[src/hdl/skac_pkg.sv]
// Shared types, register codes and defaults for the soft-knee compressor.
package skac_pkg;

    // Default geometry of the two lookup tables
    localparam int DEF_LEVEL_TABLE_DEPTH = 1024;
    localparam int DEF_LEVEL_INDEX_SHIFT = 5;
    localparam int DEF_GAIN_TABLE_DEPTH  = 1024;
    localparam int DEF_GAIN_INDEX_SHIFT  = 4;

    // Item opcodes
    localparam logic [1:0] OP_SAMPLE   = 2'd0;
    localparam logic [1:0] OP_LEVEL_WR = 2'd1;
    localparam logic [1:0] OP_GAIN_WR  = 2'd2;

    // Configuration port geometry and register indexes
    localparam int CFG_INDEX_W = 3;
    localparam int CFG_DATA_W  = 17;

    localparam logic [CFG_INDEX_W-1:0] CFG_THRESHOLD = 3'd0;
    localparam logic [CFG_INDEX_W-1:0] CFG_SLOPE     = 3'd1;
    localparam logic [CFG_INDEX_W-1:0] CFG_KNEE      = 3'd2;
    localparam logic [CFG_INDEX_W-1:0] CFG_INV_FOUR  = 3'd3;
    localparam logic [CFG_INDEX_W-1:0] CFG_MAKEUP    = 3'd4;
    localparam logic [CFG_INDEX_W-1:0] CFG_ATTACK    = 3'd5;
    localparam logic [CFG_INDEX_W-1:0] CFG_RELEASE   = 3'd6;
    localparam logic [CFG_INDEX_W-1:0] CFG_GAIN_BASE = 3'd7;

    // Register reset values
    localparam logic signed [15:0] RST_THRESHOLD = 16'sd0;
    localparam logic        [16:0] RST_SLOPE     = 17'd32768;
    localparam logic        [13:0] RST_KNEE      = 14'd384;
    localparam logic        [15:0] RST_INV_FOUR  = 16'd683;
    localparam logic signed [14:0] RST_MAKEUP    = 15'sd768;
    localparam logic        [15:0] RST_ATTACK    = 16'd65509;
    localparam logic        [15:0] RST_RELEASE   = 16'd65522;
    localparam logic signed [15:0] RST_GAIN_BASE = -16'sd24576;

    // Shared multiplier operand and product widths
    localparam int MUL_A_W = 31;
    localparam int MUL_B_W = 18;
    localparam int MUL_P_W = MUL_A_W + MUL_B_W;

    typedef struct packed {
        logic signed [15:0] threshold_db;
        logic        [16:0] slope;
        logic        [13:0] knee_half_width;
        logic        [15:0] inv_four_width;
        logic signed [14:0] makeup_db;
        logic        [15:0] attack_coef;
        logic        [15:0] release_coef;
        logic signed [15:0] gain_table_base_db;
    } cfg_t;

    typedef struct packed {
        logic        [1:0]  opcode;
        logic signed [15:0] sample_in;
        logic        [9:0]  table_index;
        logic        [15:0] table_word;
    } in_item_t;

    typedef struct packed {
        logic signed [15:0] sample_out;
        logic               compressing;
    } out_item_t;

endpackage

[src/hdl/skac_mul.sv]
// Shared signed multiplier with a registered product.
module skac_mul (
    input  logic                                 clk,
    input  logic signed [skac_pkg::MUL_A_W-1:0]  a,
    input  logic signed [skac_pkg::MUL_B_W-1:0]  b,
    output logic signed [skac_pkg::MUL_P_W-1:0]  product
);

    logic signed [skac_pkg::MUL_P_W-1:0] product_reg;

    // Multiply and hold the product for the next step
    always_ff @(posedge clk)
    begin
        product_reg <= skac_pkg::MUL_P_W'(a) * skac_pkg::MUL_P_W'(b);
    end

    assign product = product_reg;

endmodule

[config.mk]
export PLATFORM = sky130hd
export DESIGN_NAME = skac_mul
export DESIGN_NICKNAME = d
export VERILOG_FILES = /design/src/hdl/skac_pkg.sv /design/src/hdl/skac_mul.sv
export SDC_FILE = /design/constraint.sdc
export NUM_CORES = 2
export LEC_CHECK = 0
export BUFFER_PORTS_ARGS = -buffer_cell sky130_fd_sc_hd__buf_2
export CORE_AREA = 2 2 187 189
export CTS_BUF_LIST = sky130_fd_sc_hd__clkbuf_4 sky130_fd_sc_hd__clkbuf_8
export CTS_CLUSTER_DIAMETER = 80
export DETAILED_ROUTE_END_ITERATION = 10
export DIE_AREA = 0 0 189 191
export MAX_ROUTING_LAYER = met4
export PLACE_DENSITY = 0.79
export RECOVER_POWER = 25
export SETUP_SLACK_MARGIN = 0.1
export SLEW_MARGIN = 20
export SYNTH_ARGS = -nofsm -noshare
export SYNTH_HDL_FRONTEND = slang
export SYNTH_SLANG_ARGS = --single-unit
export TNS_END_PERCENT = 10
[constraint.sdc]
create_clock -name clk -period 9.9 [get_ports clk]
set_input_delay 1.98 -clock clk [delete_from_list [all_inputs] [get_ports clk]]
set_output_delay 1.98 -clock clk [all_outputs]
set_load 0.01 [all_outputs]
* After elaboration in Yosys (flattened, before gate mapping)
Cells that the tools add are included.
Cells by class: shifts and indexed selects 0, add/sub/neg operators 0, div/mod/pow operators 0, reductions and logical operators 0, $lt $le $gt $ge 0, $mul 1, equality and inequality tests 0, bitwise logic cells 0, mux-type cells 0
Operators with widths (number):
- multiplier 31 x 18 -> 49 bit | 1
Word-level totals: logic and storage cells 2, bits in latches 0, input bits 50, memories kept 0, output and inout bits 49, register bits 49, ROM bits 0, memory bits (writable) 0

* Depth between registers and ports, before layout
depth after elaboration 1, depth in mapped cells 26, mapped depth without buffers 25

* Least setup slack after synthesis
Ideal clock, no wire load.
kind input to register, start point input a[20] in the netlist's numbering, end point register product_reg, in the netlist product[46], slack 2007 ps, required time 9778 ps, path buffers 2, arrival 7772 ps, setup time 122 ps, cell stages on the path 23, cells stage by stage clkbuf_1 clkbuf_1 nand2_1 fa_1 fa_1 fa_1 inv_1 fa_1 fa_1 inv_1 fa_1 inv_1 ha_1 a211o_1 a21oi_2 o21ai_1 a221o_1 a21oi_2 a21oi_2 o2111ai_2 a21oi_1 o41a_1 xor2_1
On the way: longest elaborated chain between the ends 1
RTL lines:
- from (decl) | RTL line skac_mul.sv:4 | input logic signed [skac_pkg::MUL_A_W-1:0] a,
- multiplier 31 x 18 -> 49 bit | RTL line skac_mul.sv:14 | product_reg <= skac_pkg::MUL_P_W'(a) * skac_pkg::MUL_P_W'(b);
- to (signal assigned) | RTL line skac_mul.sv:14
- to (decl) | RTL line skac_mul.sv:9 | logic signed [skac_pkg::MUL_P_W-1:0] product_reg;
No other way between the ends.

* Worst setup path in the final report
start point input b[17] in the netlist's numbering, end point register product_reg, in the netlist product[47]
On the way: longest elaborated chain between the ends 1
RTL lines:
- from (decl) | RTL line skac_mul.sv:5 | input logic signed [skac_pkg::MUL_B_W-1:0] b,
- multiplier 31 x 18 -> 49 bit | RTL line skac_mul.sv:14
No other way between the ends.

==> results.cfg <==
[run_status]
run_status = finished clean

[sta]
period_needed_ps = 8610
layout_worst_path_cycle_share_pct = 87.0
rsz0062_at_grt = false
number_of_setup_violations_in_the_final_report = 0
final_max_slew_viol_count = 0
timing_hold_violations_final = 0
tns_ps = 0
timing.max_slew.rel_slack_pct = 43.1
tightestPinTransition_ps = 854
maxClockFrequency_mhz = 116

[finish]
drive_above_1_share_pct = 4.39
total_area_of_multi_input_combinational_cells_sq_mm = 0.0166
largest_reg_flops = 49
layout.nets = 2938
fill_cell_instance_count_of_the_final_layout = 2870
final-seq-area_sq_um = 981
layout.cells.most_common = inv_1
syn2layout_area_growth_pct = 3.87
final_cell_mix = inv_1, fa_1, nand2_1, and2_1, ha_1

[yosys]
synth_cell_types = 50
synth-seq-area-share_pct = 4.85
synth_top_family_by_area = adder cells
ys_seq_elements = 49
yosys.area_share.xor_xnor_pct = 2.25
synth_top_area_cell = fa_1
synth_fa_ha_area_share_pct = 60.5
synthCells = 2222
synth-main-ff-cell = dfxtp_1
synth_area_per_cell_sq_um = 9.10
netlist_area_sq_mm = 0.0202
ys_top_cells_by_area = fa_1, inv_1, ha_1
synthesized_area_fraction_occupied_by_ao_oa_aoi_and_oai_cells_pct = 4.28
synth_enable_flop_cells = 0
post_synth_mux_area_share_pct = 0
synth_top_area_share_pct = 53.2
synth-warning-count = 0
syn-num-nets = 2928
synth-async-reset-ratio_pct = 0
synth_simple_gate_area_share_pct = 14.8

[die]
die_width_microns = 189
design.die.area_sq_mm = 0.0361
die_span_y_microns = 191
floorplan.core_area_sq_mm = 0.0341
rows = 68
ios = 99
starting_utilization_of_the_core_area_pct = 59.3

[setup_path]
worstSetupStartpointType = input port
worstPathMaxFanout = 20
endpoint_kind = flip-flop
cp_slowest_stage_delay_ps = 660
worst_path_dominant_cell_family = adder cells
worst_path_required_time_ps = 10180
timing.critical_path.cells = buf_2, clkinv_1, nor2_1, fa_1, fa_1, fa_1, fa_1, fa_1, inv_1, fa_1, inv_1, ha_1, nand4_1, nor2_1, o221ai_1, a31oi_1, o31ai_1, buf_4, o31ai_1, a21oi_2, o21ai_1, nor4_1, a211o_1
critPathArrivalTime_ps = 8900
critical_path.slowest_cell = clkinv_1
critical_path_buf_inv_count = 5
worstSetupPathType = in -> reg
critical-path-top-cell-by-count = fa_1

[grt]
wire_length_of_the_first_global_routing_pass_microns = 82100
grt_util_all_layers_pct = 30.5
global_route.overflow_total = 0
number_of_global_route_vias_before_repair = 16200
initial_antenna_violation_count = 5
grt_max_degree = 32

[route]
detailedRoute.firstPassIterationCount = 6
drt-initial-drc-count = 939
drt_drc_violations_left = 0
dr_total_vias = 14600
via_per_inst = 5.43
routed_wirelength_microns = 49800
post_drt_wl_per_cell_microns = 18.5
detail-route-antenna-nets = 0

[clock_network]
post_cts.repair.setup_buffers = 0
htreeDepth = 2
clock_tree_from_tritoncts = done
cts_sinks = 49
holdBufCountCts = 0
root_buffer = clkbuf_8
cts_resized = 0
cts-root-to-sink-buffers = 2
tritoncts_buffer_count = 5
clk_pin_slew_worst_paths_ps = 120

[placement]
place.port_buffers = 98
gpl.final_weighted_congestion = 0.956
dp.final_hpwl_microns = 39300

[flow_run]
max_cap_viol_count = 0

[min_path]
min-delay-path-class = in -> reg
## metrics by stage
stage / instances / utilization (%) / hold WS, ps / cell area [sq um] / setup WS [ps]
2_1_floorplan: 2222 / - / 2110 / 20200 / 2010
3_3_place_gp: 2680 / 61.3 / 2370 / 20900 / 1060
3_5_place_dp: 2680 / 61.3 / 2370 / 20900 / 915
4_1_cts: 2688 / 61.6 / 2070 / 21000 / 1370
5_1_grt: 2693 / 61.5 / 2090 / 21000 / 988
6_report: 2693 / 61.5 / 2100 / 21000 / 1290
## cell usage after synthesis, drive strengths merged (2+ instances only)
master / instances
nand4: 3
o21a: 4
buf: 2
a21boi: 2
inv: 613
nor3: 3
fa: 537
o21bai: 6
nor2: 42
o21ai: 15
o31ai: 3
and4: 2
a211o: 4
o2111ai: 2
clkbuf: 95
nand2: 330
xor2: 13
a31oi: 5
and3: 5
dfxtp: 49
xnor2: 39
o211ai: 5
ha: 119
a21oi: 42
a211oi: 5
nor4: 2
a21o: 24
nand3: 8
and2: 221
o211a: 2
nand2b: 10
## worst paths after layout
| kind | cells past startpoint | slack [ps] | end | start |
|---|---|---|---|---|
| worst min-delay path | 2 | 2100 | product[0]$_DFF_P_ | a[0] |
| worst max-delay path | 23 | 1290 | product[47]$_DFF_P_ | b[17] |
## layout make-up
class	instances	area share, %
Clock inverter	3	0.137
Sequential cell	49	4.67
Tap cell	455	2.71
Multi-Input combinational cell	1462	78.8
Timing Repair Buffer	100	2.28
Antenna cell	5	0.0596
Inverter	614	11.0
Clock buffer	5	0.328
## logic make-up after synthesis
kind of cell / count (synthesis)
buffers and inverters: 711
adders and majority gates: 656
and+or+nand+nor: 628
AOI/OAI and AO/OA: 126
xor gates and xnor gates: 52
DFF: 49
## layer usage
metal	track usage (%)	share of wire (%)	vias up
li1	-	-	6319
met1	36.6	37	7526
met2	52.0	50	649
met3	5.86	8.8	126
met4	10.4	3.4	0
met5	-	0	-
Power is not shown: default switching activity piles up to over one toggle a cycle in this logic, so the estimate is an artifact.
