$ cat config.mk
export PLATFORM = sky130hd
export DESIGN_NAME = skac_cfg
export DESIGN_NICKNAME = d
export VERILOG_FILES = /design/src/hdl/skac_pkg.sv /design/src/hdl/skac_cfg.sv
export SDC_FILE = /design/constraint.sdc
export NUM_CORES = 1
export LEC_CHECK = 0
export BUFFER_PORTS_ARGS = -buffer_cell sky130_fd_sc_hd__buf_2
export CORE_MARGIN = 2
export CORE_UTILIZATION = 46
export DETAILED_ROUTE_END_ITERATION = 10
export GPL_TIMING_DRIVEN = 0
export PLACE_DENSITY = 0.85
export SLEW_MARGIN = 20
export SYNTH_ARGS = -nofsm -noshare
export SYNTH_HDL_FRONTEND = slang
export SYNTH_SLANG_ARGS = --single-unit
$ cat constraint.sdc
create_clock -name clk -period 0.8 [get_ports clk]
set_input_delay 0.12 -clock clk [delete_from_list [all_inputs] [get_ports clk]]
set_output_delay 0.12 -clock clk [all_outputs]
set_load 0.02 [all_outputs]
$ cat src/hdl/skac_pkg.sv
// Shared types, register codes and defaults for the soft-knee compressor.
package skac_pkg;

    // Default geometry of the two lookup tables
    localparam int DEF_LEVEL_TABLE_DEPTH = 1024;
    localparam int DEF_LEVEL_INDEX_SHIFT = 5;
    localparam int DEF_GAIN_TABLE_DEPTH  = 1024;
    localparam int DEF_GAIN_INDEX_SHIFT  = 4;

    // Item opcodes
    localparam logic [1:0] OP_SAMPLE   = 2'd0;
    localparam logic [1:0] OP_LEVEL_WR = 2'd1;
    localparam logic [1:0] OP_GAIN_WR  = 2'd2;

    // Configuration port geometry and register indexes
    localparam int CFG_INDEX_W = 3;
    localparam int CFG_DATA_W  = 17;

    localparam logic [CFG_INDEX_W-1:0] CFG_THRESHOLD = 3'd0;
    localparam logic [CFG_INDEX_W-1:0] CFG_SLOPE     = 3'd1;
    localparam logic [CFG_INDEX_W-1:0] CFG_KNEE      = 3'd2;
    localparam logic [CFG_INDEX_W-1:0] CFG_INV_FOUR  = 3'd3;
    localparam logic [CFG_INDEX_W-1:0] CFG_MAKEUP    = 3'd4;
    localparam logic [CFG_INDEX_W-1:0] CFG_ATTACK    = 3'd5;
    localparam logic [CFG_INDEX_W-1:0] CFG_RELEASE   = 3'd6;
    localparam logic [CFG_INDEX_W-1:0] CFG_GAIN_BASE = 3'd7;

    // Register reset values
    localparam logic signed [15:0] RST_THRESHOLD = 16'sd0;
    localparam logic        [16:0] RST_SLOPE     = 17'd32768;
    localparam logic        [13:0] RST_KNEE      = 14'd384;
    localparam logic        [15:0] RST_INV_FOUR  = 16'd683;
    localparam logic signed [14:0] RST_MAKEUP    = 15'sd768;
    localparam logic        [15:0] RST_ATTACK    = 16'd65509;
    localparam logic        [15:0] RST_RELEASE   = 16'd65522;
    localparam logic signed [15:0] RST_GAIN_BASE = -16'sd24576;

    // Shared multiplier operand and product widths
    localparam int MUL_A_W = 31;
    localparam int MUL_B_W = 18;
    localparam int MUL_P_W = MUL_A_W + MUL_B_W;

    typedef struct packed {
        logic signed [15:0] threshold_db;
        logic        [16:0] slope;
        logic        [13:0] knee_half_width;
        logic        [15:0] inv_four_width;
        logic signed [14:0] makeup_db;
        logic        [15:0] attack_coef;
        logic        [15:0] release_coef;
        logic signed [15:0] gain_table_base_db;
    } cfg_t;

    typedef struct packed {
        logic        [1:0]  opcode;
        logic signed [15:0] sample_in;
        logic        [9:0]  table_index;
        logic        [15:0] table_word;
    } in_item_t;

    typedef struct packed {
        logic signed [15:0] sample_out;
        logic               compressing;
    } out_item_t;

endpackage

$ cat src/hdl/skac_cfg.sv
// Configuration register file of the soft-knee compressor.
module skac_cfg (
    input  logic                               clk,
    input  logic                               rst_n,
    input  logic                               cfg_write,
    input  logic [skac_pkg::CFG_INDEX_W-1:0]   cfg_index,
    input  logic [skac_pkg::CFG_DATA_W-1:0]    cfg_data,
    output skac_pkg::cfg_t                     cfg
);

    skac_pkg::cfg_t cfg_reg;

    // Load the addressed register on a write
    always_ff @(posedge clk or negedge rst_n)
    begin
        if (!rst_n)
        begin
            cfg_reg.threshold_db       <= skac_pkg::RST_THRESHOLD;
            cfg_reg.slope              <= skac_pkg::RST_SLOPE;
            cfg_reg.knee_half_width    <= skac_pkg::RST_KNEE;
            cfg_reg.inv_four_width     <= skac_pkg::RST_INV_FOUR;
            cfg_reg.makeup_db          <= skac_pkg::RST_MAKEUP;
            cfg_reg.attack_coef        <= skac_pkg::RST_ATTACK;
            cfg_reg.release_coef       <= skac_pkg::RST_RELEASE;
            cfg_reg.gain_table_base_db <= skac_pkg::RST_GAIN_BASE;
        end
        else if (cfg_write)
        begin
            unique case (cfg_index)
                skac_pkg::CFG_THRESHOLD: cfg_reg.threshold_db    <= signed'(cfg_data[15:0]);
                skac_pkg::CFG_SLOPE:     cfg_reg.slope           <= cfg_data[16:0];
                skac_pkg::CFG_KNEE:      cfg_reg.knee_half_width <= cfg_data[13:0];
                skac_pkg::CFG_INV_FOUR:  cfg_reg.inv_four_width  <= cfg_data[15:0];
                skac_pkg::CFG_MAKEUP:    cfg_reg.makeup_db       <= signed'(cfg_data[14:0]);
                skac_pkg::CFG_ATTACK:    cfg_reg.attack_coef     <= cfg_data[15:0];
                skac_pkg::CFG_RELEASE:   cfg_reg.release_coef    <= cfg_data[15:0];
                skac_pkg::CFG_GAIN_BASE:
                    cfg_reg.gain_table_base_db <= signed'(cfg_data[15:0]);
                default: ;
            endcase
        end
    end

    assign cfg = cfg_reg;

endmodule

Yosys cells after proc, flatten, opt, wreduce, memory -nomap -nowiden:

Cells that the tools add are included.

* word-level logic and storage cells: 24
* input port bits: 23
* bits in registers: 126
* output and inout bits: 126

* eq/ne operators: 7
* reductions and logical operators: 9

Operator list (count)
* AND reduction 2 bit: 8
* == test 3 bit, second input constant: 4
* == test 3 x 2 -> 1 bit, second input constant: 2
* == test 3 x 1 -> 1 bit, second input constant: 1
* logical NOT 3 bit: 1

Depth between registers and ports, before layout:

Gate-level depths: netlist (run 1).

* depth in word-level cells: 2
* gate-level depth with buffers: 5

Worst setup path before layout (run 1):

Ideal clock, no wire load.

* path type: input port to flip-flop
* start point: input port cfg_index[0] (netlist bit)
* end point: register cfg_reg, in the netlist cfg[116]
* arrival: 1.211 ns
* path buffers: 2
* slack: -0.536 ns
* stages: 4
* cells stage by stage: buf_6 nor4b_4 buf_8 mux2_4

* word-level cells in the longest chain between the ends: 2

Ends and longest elaborated chain
* from (decl): RTL line skac_cfg.sv:6 `input logic [skac_pkg::CFG_INDEX_W-1:0] cfg_index,`
* logical NOT 3 bit: RTL line skac_cfg.sv:29 `unique case (cfg_index)`
* AND reduction 2 bit (no source line)
* to (decl): RTL line skac_cfg.sv:11 `skac_pkg::cfg_t cfg_reg;`

No other way between the ends.
A chain may end at the register's enable or synchronous reset.

Worst setup path after layout (run 1):

* start point: register cfg_reg, in the netlist cfg[23]
* end point: output port cfg[23] (netlist bit)

RTL lines
* to (decl): RTL line skac_cfg.sv:8 `output skac_pkg::cfg_t cfg`

No word-level cell between the ends.

==> results of run 1 <==
## power by group
| part | switching (W) | total [W] | internal, W |
|---|---|---|---|
| registers | 0.00130 | 0.00943 | 0.00813 |
| logic | 0.00371 | 0.00914 | 0.00543 |
| clock network | 0.00273 | 0.00741 | 0.00468 |
## cell type report
type	instances	area, um^2	share of cell area
flip-flops and latches	126	3200	0.377
repair buffers	229	2440	0.288
clock inverters	6	85.1	0.0100
clock buffers	26	478	0.0563
plain buffers	15	213	0.0250
multi-input cells	134	1900	0.224
well taps	136	170	0.0200
## layer usage
| layer | vias to the layer above | part of all wire | GRT usage |
|---|---|---|---|
| met5 | - | 0 | 0 |
| met1 | 1832 | 0.39 | 0.294 |
| li1 | 1482 | - | - |
| met2 | 151 | 0.52 | 0.445 |
| met3 | 28 | 0.063 | 0.0924 |
| met4 | 0 | 0.023 | 0.0872 |
## what timing repair did
item	CTS	global route
endpoints found under the setup margin	172	204
gates cloned	1	1
gates resized for setup	277	68
buffers inserted	40	39
pin swaps	2	3
hold endpoints to repair	188	47
## layout by cell type, fill, tap and decap left out
cell type        n
buf_4           17
dlygate4sd3_1   17
nand4b_4         3
clkinv_2         2
bufinv_16        2
dfrtp_1         87
nor4b_4          1
clkbuf_1         6
mux2_4          80
nor4bb_4         3
mux2_2          46
clkbuf_16       17
buf_16           2
nand4_2          1
buf_12           5
buf_8            3
buf_2           17
buf_6          182
clkinvlp_4       2
dfstp_2         39
clkbuf_8         4
## per-stage QoR
step                cell area (um^2)   util
floorplan                       5140      -
global placement                6030  0.584
detailed placement              6060  0.587
CTS                             8020  0.777
global route                    8490  0.823
finish                          8490  0.823
## worst paths after layout
path	slack, ns	cells after the start	end
worst max-delay path	-0.51	1	cfg[23]
worst min-delay path	-0.41	1	cfg[10]$_DFFE_PN0P_
worst max register to register	-0.27	3	cfg[105]$_DFFE_PN0P_
worst min register to register	0.53	1	cfg[35]$_DFFE_PN0P_
max in group asynchronous	0.43	2	cfg[15]$_DFFE_PN1P_
min in group clk	0.12	3	cfg[63]$_DFFE_PN1P_
## cells by family after synthesis
group | Yosys count | share of synthesized area
buffers and inverters | 15 | 0.0241
DFF | 126 | 0.655
muxes | 126 | 0.298
and+or+nand+nor | 8 | 0.0228
==> key figures, run 1 <==
Critical path
  • Reg2reg start: cfg[105]$_DFFE_PN0P_
  • CP Launch Type: flop
  • Worst EP arrival: 1.19 ns
  • CP Max Fanout: 2
  • Worst Setup End Kind: primary output
  • Crit path required time: 0.68 ns
  • Delay-heaviest family, CP: flip-flops
  • Critical path startpoint: cfg[23]$_DFFE_PN1P_
  • Slowest CP cell: dfstp_2
  • Number of buffers and inverters on the critical path: 1
  • Critical path type: flop to primary output
  • Crit-path cells: buf_6
  • CP max stage delay: 0.56 ns

STA
  • Minimum clock period: 1.31 ns
  • Max-slew headroom: 0.612
  • Fmax: 762 MHz
  • Setup_tns: -56.34 ns
  • Final Skew: 0 ns
  • Final period util: 1.64
  • Final setup vio count: 186
  • Hold WS: -0.414 ns
  • Setup ws final: -0.512 ns
  • RSZ-0062 raised after global routing: yes
  • Slew @ Worst Pin: 0.582 ns
  • Final hold vios: 62
  • Max-slew violation count: 0

Global route
  • Overflow after GRT: 0
  • Initial antenna violation count: 0
  • Vias in the first global route: 3754
  • Pin count of the biggest net entering global routing: 65
  • All-Layer GR Usage: 0.257
  • First-pass GRT wire length: 21.8 mm

Route
  • Initial DRC count: 115
  • DRC viols: 0
  • Antenna viol nets, final: 0
  • DR WL/cell: 23.6 um
  • Total Wirelength: 15.8 mm
  • DRT Pass-1 Iters: 4
  • Via count: 3493
  • Vias per cell: 5.20

Yosys
  • Syn avg cell area: 17.8 um^2
  • Yosys top cell by area: dfrtp_1
  • Register area share after synthesis: 0.655
  • Top cell type's share of synthesized area: 0.445
  • Most frequent cell after synthesis: mux2_2
  • Top post-synthesis cells by count: mux2_2 (116), dfrtp_1 (87), dfstp_2 (39)
  • Syn_nets: 298
  • Number of flops mapped to enable cells by yosys: 0
  • Main flop type after synthesis: dfrtp_1
  • Netlist cell types: 12
  • Synth warn: 0
  • Cell Area, Synth: 0.00489 mm^2
  • Asr flop ratio synth: 1.00
  • FF+latch count, synth: 126
  • Largest cells by area after synthesis: dfrtp_1 (45%), mux2_2 (27%), dfstp_2 (21%)
  • Mapped Cells: 275

Floorplan
  • Core ar.: 0.0103 mm^2
  • Num rows: 37
  • Initial Util: 0.473
  • # IOs: 149
  • Die Height: 107 um
  • Die Footprint: 0.0115 mm^2
  • Die Wd: 107 um

Finish
  • # diodes: 0
  • Net count, final: 546
  • Fin cells: 672
  • Area Growth Syn to Fin: 73.8%
  • Max reg flops: 126
  • Layout cell share with drive strength beyond 1: 0.795
  • Filler instances: 484

Clock tree
  • Root buf cell: clkbuf_8
  • H-tree depth: 4
  • CTS tree: yes
  • Hold-fix buffers at CTS: 17
  • Clock latency on the worst-skew pair: 0.50 ns
  • Clk buf depth: 2
  • CTS sink count: 126
  • Cts bufs inserted: 17
  • Clock slew at reported path FFs: 0.06 ns

Run status
  • Failing checks: hold timing, setup timing
  • Outcome: complete, but fails checks

Power and ir drop
  • Worst IR Drop VDD: 0.00178 V
  • Pwr/cell area: 3060 mW/mm^2
  • Total power: 0.0260 W
  • Leak: 4.05 nW

Placement
  • Placed cells: 556
  • I/O Buffers: 144
  • DP HPWL: 7.82 mm
  • GP Congestion: 0.723
  • Worst slack, placed: -0.845 ns

Min path
  • Worst hold path type: input port to asynchronous set/reset pin

Run
  • MaxCap Viol Count: 0
Power figures use the tool's default switching activity.
==> inputs of run 2 (changes only) <==
==> constraint.sdc (replaced) <==
create_clock -name clk -period 0.8 [get_ports clk]
set_input_delay 0.04 -clock clk [delete_from_list [all_inputs] [get_ports clk]]
set_output_delay 0.04 -clock clk [all_outputs]
set_load 0.02 [all_outputs]
==> run 2 against run 1 <==
Highest routed layer unchanged. Combinational power barely moved. Critical path type unchanged. Cell area fell by 1.8%. Via count rose by 1.2%. Clock power fell by 9.0%. Sequential power barely moved. Maximum frequency rose by 4.3%. Die area did not move. Critical endpoint is now cfg[72]. Count of clock-buffer cells in the layout rose by 3. The flow finishes with violations (setup timing).
==> key figures, run 2 (synthesis gave the netlist of run 1 again) <==
Finish
  • Fin cells: 675 (was 672)
  • # diodes: 0 (unchanged)
  • Max reg flops: 126 (unchanged)
  • Net count, final: 550 (was 546)
  • Commonest non-fill, non-tap cells in the layout: buf_6 (179), dfrtp_1 (84), mux2_4 (74), mux2_2 (52), dfstp_2 (39) (was buf_6 (182), dfrtp_1 (87), mux2_4 (80), mux2_2 (46), dfstp_2 (39))
  • Area Growth Syn to Fin: 70.6% (was 73.8%)
  • Layout cell share with drive strength beyond 1: 0.790 (was 0.795)
  • Filler instances: 495 (was 484)
  • Commonest non-fill, non-tap cell in the layout: buf_6 (unchanged)

Power and ir drop
  • Clk pwr share: 0.266 (was 0.285)
  • Internal power: 0.0176 W (was 0.0182 W)
  • Sequential Power Share: 0.373 (was 0.363)
  • Leak: 3.97 nW (was 4.05 nW)
  • Pwr/cell area: 3040 mW/mm^2 (was 3060 mW/mm^2)
  • Gate power share: 0.360 (was 0.352)
  • Psw: 0.00775 W (was 0.00774 W)
  • Worst IR Drop VDD: 0.00207 V (was 0.00178 V)
  • Sw Ratio: 0.306 (was 0.298)

STA
  • Final Skew: 0 ns (unchanged)
  • Final setup vio count: 189 (was 186)
  • Final hold vios: 0 (was 62)
  • Final period util: 1.57 (was 1.64)
  • Max-slew headroom: 0.709 (was 0.612)
  • RSZ-0062 raised after global routing: yes (unchanged)
  • Fmax: 795 MHz (was 762 MHz)
  • Setup ws final: -0.458 ns (was -0.512 ns)
  • Hold WS: 0.0180 ns (was -0.414 ns)
  • Minimum clock period: 1.26 ns (was 1.31 ns)
  • Max-slew violation count: 0 (unchanged)
  • Slew @ Worst Pin: 0.437 ns (was 0.582 ns)

Floorplan
  • # IOs: 149 (unchanged)
  • Die Height: 107 um (unchanged)
  • Die Footprint: 0.0115 mm^2 (unchanged)
  • Num rows: 37 (unchanged)
  • Initial Util: 0.473 (unchanged)
  • Core ar.: 0.0103 mm^2 (unchanged)
  • Die Wd: 107 um (unchanged)

Route
  • Via count: 3536 (was 3493)
  • Antenna viol nets, final: 0 (unchanged)
  • Initial DRC count: 152 (was 115)
  • DRC viols: 0 (unchanged)
  • DRT Pass-1 Iters: 4 (unchanged)
  • Vias per cell: 5.24 (was 5.20)
  • Total Wirelength: 16.3 mm (was 15.8 mm)
  • DR WL/cell: 24.1 um (was 23.6 um)

Critical path
  • Worst Setup End Kind: primary output (unchanged)
  • Slowest CP cell: dfstp_2 (unchanged)
  • Delay-heaviest family, CP: flip-flops (unchanged)
  • Worst EP arrival: 1.22 ns (was 1.19 ns)
  • CP Launch Type: flop (unchanged)
  • Critical path type: flop to primary output (unchanged)
  • CP max stage delay: 0.56 ns (about the same)
  • Crit-path cells: buf_6 (unchanged)
  • Crit path required time: 0.76 ns (was 0.68 ns)
  • Number of buffers and inverters on the critical path: 1 (unchanged)
  • CP Max Fanout: 2 (unchanged)

Global route
  • Pin count of the biggest net entering global routing: 87 (was 65)
  • Overflow after GRT: 0 (unchanged)
  • Vias in the first global route: 3885 (was 3754)
  • First-pass GRT wire length: 22.8 mm (was 21.8 mm)
  • All-Layer GR Usage: 0.273 (was 0.257)
  • Initial antenna violation count: 0 (unchanged)

Placement
  • DP HPWL: 8.11 mm (was 7.82 mm)
  • Placed cells: 556 (unchanged)
  • I/O Buffers: 144 (unchanged)
  • GP Congestion: 0.713 (was 0.723)

Clock tree
  • Root buf cell: clkbuf_8 (unchanged)
  • CTS sink count: 126 (unchanged)
  • Clock slew at reported path FFs: 0.06 ns (about the same)
  • Cts bufs inserted: 17 (unchanged)
  • Clk buf depth: 2 (unchanged)
  • H-tree depth: 4 (unchanged)
  • CTS tree: yes (unchanged)
  • Clock latency on the worst-skew pair: 0.53 ns (was 0.50 ns)

Run status
  • Failing checks: setup timing (was hold timing, setup timing)
  • Outcome: complete, but fails checks (unchanged)

Run
  • MaxCap Viol Count: 0 (unchanged)

Min path
  • Worst hold path type: input port to asynchronous set/reset pin (unchanged)
[run 2: cell count changes in the layout (fill, tap and decap cells not counted), sizes merged]
| cell | before | now |
|---|---|---|
| buf | 226 | 229 |
| bufinv | 2 | 0 |
| dlygate4sd3 | 17 | 18 |
| clkinvlp | 2 | 0 |
| clkbuf | 27 | 30 |
[run 2: worst paths after layout]
check	start	end	slack, ns	cells past startpoint
worst max register to register	cfg[116]$_DFFE_PN0P_	cfg[116]$_DFFE_PN0P_	-0.17	2
worst min-delay path	rst_n	cfg[117]$_DFFE_PN0P_	0.02	2
max in group asynchronous	rst_n	cfg[21]$_DFFE_PN1P_	0.07	3
worst min register to register	cfg[33]$_DFFE_PN0P_	cfg[33]$_DFFE_PN0P_	0.53	1
min in group clk	cfg_write	cfg[35]$_DFFE_PN0P_	0.02	3
worst max-delay path	cfg[72]$_DFFE_PN1P_	cfg[72]	-0.46	1
[run 2: layer usage]
layer	routed length (um)	global-route usage	vias up
met4	376	0.0993	0
met3	1360	0.107	30
met1	6220	0.320	1838
met2	8310	0.453	188
li1	-	-	1480
met5	0	0	-
[run 2: power by group through the flow]
| stage | combinational [W] | sequential [W] | clock [W] |
|---|---|---|---|
| floorplan | 0.00179 | 0.0107 | 0 |
| global placement | 0.00551 | 0.00887 | 0 |
| detailed placement | 0.00567 | 0.00898 | 0 |
| CTS | 0.00822 | 0.00922 | 0.00670 |
| finish | 0.00912 | 0.00945 | 0.00674 |
| global route | 0.00951 | 0.00955 | 0.00711 |
[run 2: area by class of cell]
type / instances / area (um^2) / share of cell area
well taps: 136 / 170 / 0.0204
flip-flops and latches: 126 / 3210 / 0.384
repair buffers: 233 / 2440 / 0.293
multi-input cells: 134 / 1830 / 0.220
clock inverters: 2 / 10.0 / 0.00120
plain buffers: 15 / 189 / 0.0227
clock buffers: 29 / 489 / 0.0587
[run 2: what timing repair did]
item / in CTS / in global routing
pin swaps: 1 / 0
endpoints found under the hold margin: 223 / 0
endpoints found under the setup margin: 152 / 273
resized for setup: 265 / 58
hold buffers: 18 / 0
buffers inserted: 46 / 41
gates cloned: 0 / 1
[run 2: through the flow]
step / utilization / cell area (um^2) / setup slack [ns] / setup TNS, ns / total power (W)
3_3_place_gp: 0.586 / 6050 / -1.97 / -243.86 / 0.0144
2_1_floorplan: - / 5150 / -0.452 / -29.56 / 0.0125
4_1_cts: 0.769 / 7940 / -0.453 / -48.26 / 0.0241
5_1_grt: 0.808 / 8340 / -0.490 / -55.58 / 0.0262
6_report: 0.808 / 8340 / -0.458 / -50.32 / 0.0253
3_5_place_dp: 0.589 / 6080 / -0.773 / -51.48 / 0.0147
